--- src/sv/i2cram_pkg.sv ---
`default_nettype none
package i2cram_pkg;

    typedef enum logic [1:0] {
        OP_TICK    = 2'd0,
        OP_RD_BYTE = 2'd1,
        OP_WR_BYTE = 2'd2,
        OP_RD_WORD = 2'd3
    } op_t;

    localparam logic [1:0] CFG_DEVICE_ADDRESS = 2'd0;
    localparam logic [1:0] CFG_PHASE_TICKS    = 2'd1;
    localparam logic [1:0] CFG_ACK_POLL_LIMIT = 2'd2;

    localparam logic [6:0]  DEVICE_ADDRESS_RST = 7'd104;
    localparam logic [15:0] PHASE_TICKS_RST    = 16'd1;
    localparam logic [7:0]  ACK_POLL_LIMIT_RST = 8'd250;

    // item as classified by the front end
    typedef struct packed {
        logic       is_tick;
        op_t        op;
        logic [7:0] reg_addr;
        logic [7:0] write_data;
        logic       sda_level;
    } item_t;

    typedef struct packed {
        logic        ack_error;
        logic [15:0] read_value;
        logic        done_res;
        logic        busy_res;
        logic        sda_release;
        logic        scl_release;
    } result_t;

endpackage
`default_nettype wire

--- src/sv/i2cram_front.sv ---
`default_nettype none
module i2cram_front (
    input  wire logic                clk,
    input  wire logic                rst_n,
    input  wire logic                s_tvalid,
    output logic                     s_tready,
    input  wire logic [23:0]         s_tdata,
    input  wire logic [1:0]          s_tuser,
    input  wire logic                pop,
    output logic                     item_valid,
    output i2cram_pkg::item_t        item
);
    import i2cram_pkg::*;

    localparam int DEPTH = 2;

    item_t      queue_mem [DEPTH];
    logic       wr_ptr_reg, wr_ptr_next;
    logic       rd_ptr_reg, rd_ptr_next;
    logic [1:0] count_reg, count_next;
    item_t      in_item;
    logic       push;
    logic       do_pop;

    always_comb
    begin
        in_item.op          = op_t'(s_tuser);
        in_item.is_tick     = (op_t'(s_tuser) == OP_TICK);
        in_item.reg_addr    = s_tdata[7:0];
        in_item.write_data  = s_tdata[15:8];
        in_item.sda_level   = s_tdata[16];
    end

    assign s_tready   = (count_reg != 2'(DEPTH));
    assign item_valid = (count_reg != 2'd0);
    assign item       = queue_mem[rd_ptr_reg];
    assign push       = s_tvalid && s_tready;
    assign do_pop     = pop && item_valid;

    always_comb
    begin
        wr_ptr_next = push ? ~wr_ptr_reg : wr_ptr_reg;
        rd_ptr_next = do_pop ? ~rd_ptr_reg : rd_ptr_reg;
        count_next  = count_reg + 2'(push) - 2'(do_pop);
    end

    always_ff @(posedge clk)
    begin
        if (push)
        begin
            queue_mem[wr_ptr_reg] <= in_item;
        end
    end

    always_ff @(posedge clk or negedge rst_n)
    begin
        if (!rst_n)
        begin
            wr_ptr_reg <= 1'b0;
            rd_ptr_reg <= 1'b0;
            count_reg  <= 2'd0;
        end
        else
        begin
            wr_ptr_reg <= wr_ptr_next;
            rd_ptr_reg <= rd_ptr_next;
            count_reg  <= count_next;
        end
    end

endmodule
`default_nettype wire

--- src/sv/i2cram_back.sv ---
`default_nettype none
module i2cram_back #(
    parameter int TICK_COUNT_BITS = 16
) (
    input  wire logic                clk,
    input  wire logic                rst_n,
    input  wire logic                cfg_valid,
    input  wire logic [1:0]          cfg_index,
    input  wire logic [15:0]         cfg_data,
    input  wire logic                item_valid,
    input  wire i2cram_pkg::item_t   item,
    output logic                     pop,
    output logic                     res_valid,
    input  wire logic                res_ready,
    output i2cram_pkg::result_t      res
);
    import i2cram_pkg::*;

    localparam int CW = ((TICK_COUNT_BITS > 16) ? TICK_COUNT_BITS : 16) + 1;

    typedef enum logic [3:0] {
        PH_IDLE, PH_START1, PH_ADDR_W, PH_ACK1, PH_REG, PH_ACK2, PH_DATA,
        PH_ACK3, PH_START2, PH_ADDR_R, PH_ACK4, PH_READ, PH_NACK, PH_STOP
    } phase_t;

    logic [6:0]  dev_addr_reg;
    logic [15:0] phase_ticks_reg;
    logic [7:0]  poll_limit_reg;

    phase_t                     phase_reg, phase_next;
    logic [1:0]                 quarter_reg, quarter_next;
    logic [2:0]                 bit_reg, bit_next;
    logic [7:0]                 shift_reg, shift_next;
    logic [7:0]                 poll_reg, poll_next;
    logic [TICK_COUNT_BITS-1:0] tick_reg, tick_next;
    op_t                        pend_op_reg, pend_op_next;
    logic [7:0]                 lreg_reg, lreg_next;
    logic [7:0]                 ldata_reg, ldata_next;
    logic [15:0]                word_reg, word_next;
    logic                       second_reg, second_next;
    logic                       err_reg, err_next;
    logic                       res_valid_reg, res_valid_next;
    result_t                    res_reg, res_next;

    logic        done;
    logic        do_enter;
    phase_t      enter_phase;
    logic [7:0]  enter_byte;
    logic [15:0] limit;
    logic [CW-1:0] tick_inc;
    logic [CW-1:0] limit_ext;
    logic        is_ack;
    logic        is_shift;
    logic        scl, sda;

    assign pop       = item_valid && (!res_valid_reg || res_ready);
    assign res_valid = res_valid_reg;
    assign res       = res_reg;

    assign limit     = (phase_ticks_reg == 16'd0) ? 16'd1 : phase_ticks_reg;
    assign tick_inc  = {{(CW - TICK_COUNT_BITS){1'b0}}, tick_reg} + CW'(1);
    assign limit_ext = {{(CW - 16){1'b0}}, limit};
    assign is_ack    = (phase_reg == PH_ACK1) || (phase_reg == PH_ACK2) ||
                       (phase_reg == PH_ACK3) || (phase_reg == PH_ACK4);
    assign is_shift  = (phase_reg == PH_ADDR_W) || (phase_reg == PH_REG) ||
                       (phase_reg == PH_DATA) || (phase_reg == PH_ADDR_R) ||
                       (phase_reg == PH_READ);

    always_comb
    begin
        phase_next   = phase_reg;
        quarter_next = quarter_reg;
        bit_next     = bit_reg;
        shift_next   = shift_reg;
        poll_next    = poll_reg;
        tick_next    = tick_reg;
        pend_op_next = pend_op_reg;
        lreg_next    = lreg_reg;
        ldata_next   = ldata_reg;
        word_next    = word_reg;
        second_next  = second_reg;
        err_next     = err_reg;
        done         = 1'b0;
        do_enter     = 1'b0;
        enter_phase  = PH_IDLE;
        enter_byte   = 8'd0;

        if (item.is_tick)
        begin
            if (phase_reg != PH_IDLE)
            begin
                if (is_ack && quarter_reg == 2'd2)
                begin
                    // acknowledge poll: once per tick, no divider
                    if (!item.sda_level)
                    begin
                        quarter_next = 2'd3;
                        tick_next    = '0;
                    end
                    else if (poll_reg >= poll_limit_reg)
                    begin
                        err_next     = 1'b1;
                        quarter_next = 2'd3;
                        tick_next    = '0;
                    end
                    else
                    begin
                        poll_next = poll_reg + 8'd1;
                    end
                end
                else if (tick_inc < limit_ext && !(&tick_reg))
                begin
                    tick_next = tick_reg + TICK_COUNT_BITS'(1);
                end
                else
                begin
                    tick_next = '0;
                    if (quarter_reg == 2'd3)
                    begin
                        if (is_shift && bit_reg != 3'd7)
                        begin
                            bit_next     = bit_reg + 3'd1;
                            quarter_next = 2'd0;
                            if (phase_reg != PH_READ)
                            begin
                                shift_next = {shift_reg[6:0], 1'b0};
                            end
                        end
                        else if (is_ack && err_reg)
                        begin
                            do_enter    = 1'b1;
                            enter_phase = PH_STOP;
                        end
                        else
                        begin
                            do_enter = 1'b1;
                            unique case (phase_reg)
                                PH_START1:
                                begin
                                    enter_phase = PH_ADDR_W;
                                    enter_byte  = {dev_addr_reg, 1'b0};
                                end
                                PH_ADDR_W: enter_phase = PH_ACK1;
                                PH_ACK1:
                                begin
                                    enter_phase = PH_REG;
                                    enter_byte  = lreg_reg;
                                end
                                PH_REG:    enter_phase = PH_ACK2;
                                PH_ACK2:
                                begin
                                    if (pend_op_reg == OP_WR_BYTE)
                                    begin
                                        enter_phase = PH_DATA;
                                        enter_byte  = ldata_reg;
                                    end
                                    else
                                    begin
                                        enter_phase = PH_START2;
                                    end
                                end
                                PH_DATA:   enter_phase = PH_ACK3;
                                PH_ACK3:   enter_phase = PH_STOP;
                                PH_START2:
                                begin
                                    enter_phase = PH_ADDR_R;
                                    enter_byte  = {dev_addr_reg, 1'b1};
                                end
                                PH_ADDR_R: enter_phase = PH_ACK4;
                                PH_ACK4:   enter_phase = PH_READ;
                                PH_READ:
                                begin
                                    word_next   = {word_reg[7:0], shift_reg};
                                    enter_phase = PH_NACK;
                                end
                                PH_NACK:   enter_phase = PH_STOP;
                                PH_STOP:
                                begin
                                    // word read: run the second byte at reg + 1
                                    if (pend_op_reg == OP_RD_WORD && !second_reg && !err_reg)
                                    begin
                                        second_next = 1'b1;
                                        lreg_next   = lreg_reg + 8'd1;
                                        enter_phase = PH_START1;
                                    end
                                    else
                                    begin
                                        enter_phase = PH_IDLE;
                                        done        = 1'b1;
                                    end
                                end
                                default:   enter_phase = PH_IDLE;
                            endcase
                        end
                    end
                    else
                    begin
                        if (phase_reg == PH_READ && quarter_reg == 2'd1)
                        begin
                            shift_next = {shift_reg[6:0], item.sda_level};
                        end
                        quarter_next = quarter_reg + 2'd1;
                        if (quarter_reg == 2'd1)
                        begin
                            poll_next = 8'd0;
                        end
                    end
                end
            end
        end
        else if (phase_reg == PH_IDLE)
        begin
            pend_op_next = item.op;
            lreg_next    = item.reg_addr;
            ldata_next   = item.write_data;
            word_next    = 16'd0;
            second_next  = 1'b0;
            err_next     = 1'b0;
            poll_next    = 8'd0;
            tick_next    = '0;
            do_enter     = 1'b1;
            enter_phase  = PH_START1;
        end

        if (do_enter)
        begin
            phase_next   = enter_phase;
            quarter_next = 2'd0;
            bit_next     = 3'd0;
            shift_next   = enter_byte;
        end

        if (phase_next == PH_STOP)
        begin
            scl = (quarter_next != 2'd0);
        end
        else
        begin
            scl = (quarter_next == 2'd1) || (quarter_next == 2'd2);
        end
        unique case (phase_next)
            PH_IDLE:                 sda = 1'b1;
            PH_START1, PH_START2:    sda = (quarter_next < 2'd2);
            PH_ADDR_W, PH_REG, PH_DATA, PH_ADDR_R:
                                     sda = shift_next[7];
            PH_STOP:                 sda = (quarter_next >= 2'd2);
            default:                 sda = 1'b1;
        endcase

        res_next.scl_release = (phase_next == PH_IDLE) ? 1'b1 : scl;
        res_next.sda_release = sda;
        res_next.busy_res    = (phase_next != PH_IDLE);
        res_next.done_res    = done;
        res_next.read_value  = (done && !err_next && pend_op_next != OP_WR_BYTE) ?
                               word_next : 16'd0;
        res_next.ack_error   = err_next;

        res_valid_next = pop ? 1'b1 : (res_valid_reg && !res_ready);
    end

    always_ff @(posedge clk or negedge rst_n)
    begin
        if (!rst_n)
        begin
            dev_addr_reg    <= DEVICE_ADDRESS_RST;
            phase_ticks_reg <= PHASE_TICKS_RST;
            poll_limit_reg  <= ACK_POLL_LIMIT_RST;
            phase_reg       <= PH_IDLE;
            quarter_reg     <= 2'd0;
            bit_reg         <= 3'd0;
            shift_reg       <= 8'd0;
            poll_reg        <= 8'd0;
            tick_reg        <= '0;
            pend_op_reg     <= OP_TICK;
            lreg_reg        <= 8'd0;
            ldata_reg       <= 8'd0;
            word_reg        <= 16'd0;
            second_reg      <= 1'b0;
            err_reg         <= 1'b0;
            res_valid_reg   <= 1'b0;
            res_reg         <= '0;
        end
        else
        begin
            if (cfg_valid)
            begin
                unique case (cfg_index)
                    CFG_DEVICE_ADDRESS: dev_addr_reg    <= cfg_data[6:0];
                    CFG_PHASE_TICKS:    phase_ticks_reg <= cfg_data;
                    CFG_ACK_POLL_LIMIT: poll_limit_reg  <= cfg_data[7:0];
                    default:            ;
                endcase
            end
            if (pop)
            begin
                phase_reg   <= phase_next;
                quarter_reg <= quarter_next;
                bit_reg     <= bit_next;
                shift_reg   <= shift_next;
                poll_reg    <= poll_next;
                tick_reg    <= tick_next;
                pend_op_reg <= pend_op_next;
                lreg_reg    <= lreg_next;
                ldata_reg   <= ldata_next;
                word_reg    <= word_next;
                second_reg  <= second_next;
                err_reg     <= err_next;
                res_reg     <= res_next;
            end
            res_valid_reg <= res_valid_next;
        end
    end

endmodule
`default_nettype wire

--- src/sv/i2c_register_access_master_unit.sv ---
// Path: an accepted item passes through a queue slot, then the result register.
// Throughput: one item per cycle; the sequencer steps once per item popped from the
// two-entry queue, and input stalls only once both queue slots and the result register are full.
// Reset: asynchronous, active low; sequencer idle and result register cleared, registers at
// their defaults (address 104, one tick per quarter, poll limit 250), queue empty.
`default_nettype none
module i2c_register_access_master_unit #(
    parameter int TICK_COUNT_BITS = 16
) (
    input  wire logic        clk,
    input  wire logic        rst_n,
    input  wire logic        s_tvalid,
    output logic             s_tready,
    input  wire logic [23:0] s_tdata,   // reg_addr[7:0], write_data[15:8], sda_level[16]
    input  wire logic [1:0]  s_tuser,   // opcode[1:0]
    output logic             m_tvalid,
    input  wire logic        m_tready,
    output logic [23:0]      m_tdata,   // scl_release[0], sda_release[1], busy_res[2],
                                        // done_res[3], read_value[19:4], ack_error[20]
    input  wire logic        cfg_valid,
    output logic             cfg_ready,
    input  wire logic [1:0]  cfg_index,
    input  wire logic [15:0] cfg_data
);
    import i2cram_pkg::*;

    item_t   item;
    logic    item_valid;
    logic    pop;
    result_t res;

    assign cfg_ready = 1'b1;

    i2cram_front u_front (
        .clk        (clk),
        .rst_n      (rst_n),
        .s_tvalid   (s_tvalid),
        .s_tready   (s_tready),
        .s_tdata    (s_tdata),
        .s_tuser    (s_tuser),
        .pop        (pop),
        .item_valid (item_valid),
        .item       (item)
    );

    i2cram_back #(
        .TICK_COUNT_BITS (TICK_COUNT_BITS)
    ) u_back (
        .clk        (clk),
        .rst_n      (rst_n),
        .cfg_valid  (cfg_valid),
        .cfg_index  (cfg_index),
        .cfg_data   (cfg_data),
        .item_valid (item_valid),
        .item       (item),
        .pop        (pop),
        .res_valid  (m_tvalid),
        .res_ready  (m_tready),
        .res        (res)
    );

    assign m_tdata = {3'b000, res.ack_error, res.read_value, res.done_res,
                      res.busy_res, res.sda_release, res.scl_release};

endmodule
`default_nettype wire

--- config.mk ---
export PLATFORM = sky130hd
export DESIGN_NAME = i2c_register_access_master_unit
export DESIGN_NICKNAME = d
export VERILOG_FILES = /design/src/sv/i2cram_pkg.sv /design/src/sv/i2cram_front.sv /design/src/sv/i2cram_back.sv /design/src/sv/i2c_register_access_master_unit.sv
export SDC_FILE = /design/constraint.sdc
export NUM_CORES = 1
export LEC_CHECK = 0
export BUFFER_PORTS_ARGS = -buffer_cell sky130_fd_sc_hd__buf_4
export CAP_MARGIN = 20
export CORE_AREA = 2 2 184 114
export DETAILED_ROUTE_END_ITERATION = 6
export DIE_AREA = 0 0 186 116
export GPL_TIMING_DRIVEN = 0
export PLACE_DENSITY = 0.58
export REMOVE_ABC_BUFFERS = 1
export SLEW_MARGIN = 5
export SYNTH_ARGS = -nofsm -noshare
export SYNTH_HDL_FRONTEND = slang
export SYNTH_SLANG_ARGS = --single-unit
export TNS_END_PERCENT = 1
--- constraint.sdc ---
create_clock -name clk -period 5.3 [get_ports clk]
set_input_delay 1.06 -clock clk [delete_from_list [all_inputs] [get_ports clk]]
set_output_delay 1.06 -clock clk [all_outputs]
set_load 0.01 [all_outputs]
==> flow_metrics.env <==
export IMPL_status="finished, final reports clean"
export IMPL_cp_end_kind="register"
export IMPL_setup_ws_ps=364
export IMPL_maxSlewHeadroom_pct=27.1
export IMPL_r2r_slack_ps=360
export IMPL_clk_latency_ps=440
export IMPL_synthArstFlopShare_pct=76.9
export IMPL_initial_core_util_pct=44.7
export IMPL_syn_area_per_cell_sq_um=10.3
export IMPL_synth_compound_area_share_pct=15.0
export IMPL_multiInputGateArea_sq_mm=0.00400
export IMPL_synth_edf_count=40
export IMPL_cellPowerDensity_mw_per_mm2=434
export IMPL_cts_tree="yes"
export IMPL_first_pass_iters=5
export IMPL_n_antenna_cell=0
export IMPL_totalWireLength_um=20600
export IMPL_place_ws_ps=-130
export IMPL_port_buffers=64
export IMPL_setup_violations=0
export IMPL_whs_endpoint="u_back.res[2]"
export IMPL_worstHoldStart="u_back.res[2]"
export IMPL_grt_antenna_before_repair=0
export IMPL_power_leakage_uw=0.00455
export IMPL_ys_types=62
export IMPL_ys_top_cells_by_count="123 x dfrtp_1, 86 x nand2_1, 65 x nor2_1"
export IMPL_track_usage_pct=20.4
export IMPL_die_w_um=186
export IMPL_drtAntennaViolNets=0
export IMPL_clkSlewWorstSetupHoldPaths_ps=70
export IMPL_fin_util_pct=51.8
export IMPL_reg2reg_to="u_back.res[0]"
export IMPL_cts_root_buf="clkbuf_16"
export IMPL_nets=995
export IMPL_layout_drive_gt1_share_pct=17.9
export IMPL_largest_reg_flops=40
export IMPL_clockBufferDepth=2
export IMPL_synth_top_flop_cell="dfrtp_1"
export IMPL_dpl_hpwl_um=14600
export IMPL_maxCapViolations=0
export IMPL_htree_levels=4
export IMPL_coreArea_sq_mm=0.0198
export IMPL_holdCritPathClass="reg2reg"
export IMPL_yosysMostFrequentCell="dfrtp_1"
export IMPL_startpoint_type="register"
export IMPL_cts_sinks=173
export IMPL_synth_top_area_share_pct=34.8
export IMPL_io_pin_count=76
export IMPL_die_height_um=116
export IMPL_post_route_drc_count=0
export IMPL_post_route_period_util_pct=93.1
export IMPL_cp_arrival_ps=5220
export IMPL_synth_area_sq_mm=0.00883
export IMPL_required_ps=5580
export IMPL_synth_area_top_cells="dfrtp_1 35%, edfxtp_1 14%, ha_1 4.8%"
export IMPL_drt_iter0_markers=560
export IMPL_yosysSeqAreaShare_pct=51.4
export IMPL_routed_via_density=5.41
export IMPL_slew_viol_final=0
export IMPL_area_delta_synth_final_pct=16.0
export IMPL_worstMarginPinSlew_ps=1090
export IMPL_synth_xor_area_share_pct=2.58
export IMPL_finalCriticalPeriod_ps=4940
export IMPL_peakVddDrop_mv=0.275
export IMPL_grt_overflow_total=0
export IMPL_syn_inst=861
export IMPL_finalHoldViolCount=0
export IMPL_r2r_cells=17
export IMPL_ys_warnings_count=0
export IMPL_setup_tns_ps=0
export IMPL_holdBufCountCts=0
export IMPL_yosys_register_bits=173
export IMPL_grt_max_degree=85
export IMPL_synthMuxAreaShare_pct=7.17
export IMPL_fp_dieArea_sq_mm=0.0216
export IMPL_seq_area_sq_mm=0.00454
export IMPL_worstSetupPathType="reg2reg"
export IMPL_whs_path_depth=1
export IMPL_synth_area_leader_cell="dfrtp_1"
export IMPL_wl_per_cell_um=17.2
export IMPL_synthAdderAreaFrac_pct=4.82
export IMPL_fp_row_count=40
export IMPL_grt_pass1_wl_um=33400
export IMPL_timing_fmax_mhz=203
export IMPL_synthSimpleGateAreaFrac_pct=15.2
export IMPL_numCtsBuffers=17
export IMPL_nFillCells=1840
export IMPL_fin_skew_ps=8.37
export IMPL_place_gp_congestion=0.830
export IMPL_dr_total_vias=6487
export IMPL_first_global_vias=5922
export IMPL_cp_max_fo=10
export IMPL_synth_top_family_by_area="simple AND/OR/NAND/NOR gates"
export IMPL_r2r_start="u_back.tick_reg[2]"
==> where the power goes <==
part | internal, uW | switching [uW] | total [uW]
Sequential | 1670 | 245 | 1910
Combinational | 523 | 762 | 1280
Clock | 709 | 547 | 1260
Total | 2900 | 1550 | 4450
==> placed cells by master (no fill, tap or decap), types with 12 or more instances in the layout <==
master and n:
dfrtp_1 123, nand2_1 86, buf_4 65, nor2_1 63
a21oi_1 61, o21ai_0 47, edfxtp_1 40, inv_1 37
mux2_2 34, ha_1 34, and3_1 26, nand3_1 26
mux2i_1 25, nand4_1 21, a22oi_1 18, clkbuf_16 18
xnor2_1 16, a22o_1 16, nor3_1 12
==> metal layers <==
layer / GRT usage [%] / part of all wire (%)
met5: 0 / 0
met1: 34.1 / 55
met4: 4.78 / 0.62
met3: 4.62 / 5.0
met2: 25.5 / 39
==> cell families (layout without fill, tap and decap cells) <==
logic type,after synthesis,in the layout
compound gates,208,208
mux,59,59
fa+ha+maj,34,34
xor+xnor,26,26
buf+inv,80,142
simple gates,279,279
flops,173,173
other cells,2,4
==> cell type report <==
class	count	area share, %
multi-input combinational	610	39.0
inverter	37	1.36
sequential	173	44.3
tap	273	3.33
clock buffer	22	4.75
timing repair buffer	73	6.24
clock inverter	10	0.989
==> per-stage QoR <==
| stage | total power, uW | std cells | hold WS [ps] | instance area [sq um] |
|---|---|---|---|---|
| 3_3_place_gp | 3100 | 1157 | 465 | 9460 |
| 4_1_cts | 4480 | 1197 | 491 | 10200 |
| 2_1_floorplan | 2690 | 820 | 457 | 8640 |
| 3_5_place_dp | 3220 | 1165 | 475 | 9630 |
| 6_report | 4450 | 1198 | 480 | 10200 |
| 5_1_grt | 4740 | 1198 | 503 | 10200 |
==> worst max-delay path: stages, from the launching register on <==
cell       delay (ps)
dfrtp_1           480
and3_1            210
nand3_1           240
nor3_2            480
nand3_1           160
xnor2_1           380
ha_1              320
nand3_1           120
nor3_1             70
a2111oi_1         520
nand2_1           220
nor2_4            300
buf_4             230
o31ai_1            80
o221ai_1          390
ha_1              330
o21ai_0           160
a31oi_1           100
==> timing repair <==
action | 4_1_cts | 5_1_grt
cloned | 0 | 0
hold endpoints to repair | 0 | 0
setup endpoints to repair | 1 | 32
buffers inserted | 0 | 0
resized for setup | 1 | 4
==> worst max-delay path by stage <==
stage	startpoint	end	cells after the start
final	u_back.tick_reg[2]	u_back.res[0]	17
after global routing	u_back.tick_reg[2]	u_back.res[0]	17
after CTS	u_back.tick_reg[2]	u_back.res[0]	15
after detailed placement	u_back.tick_reg[2]	u_back.res[0]	17
after global placement	u_front.count_reg[1]	u_back.tick_reg[8]	5
after floorplan	u_front.count_reg[1]	u_back.tick_reg[8]	5
Note: power is estimated with default switching activity, not from simulation.
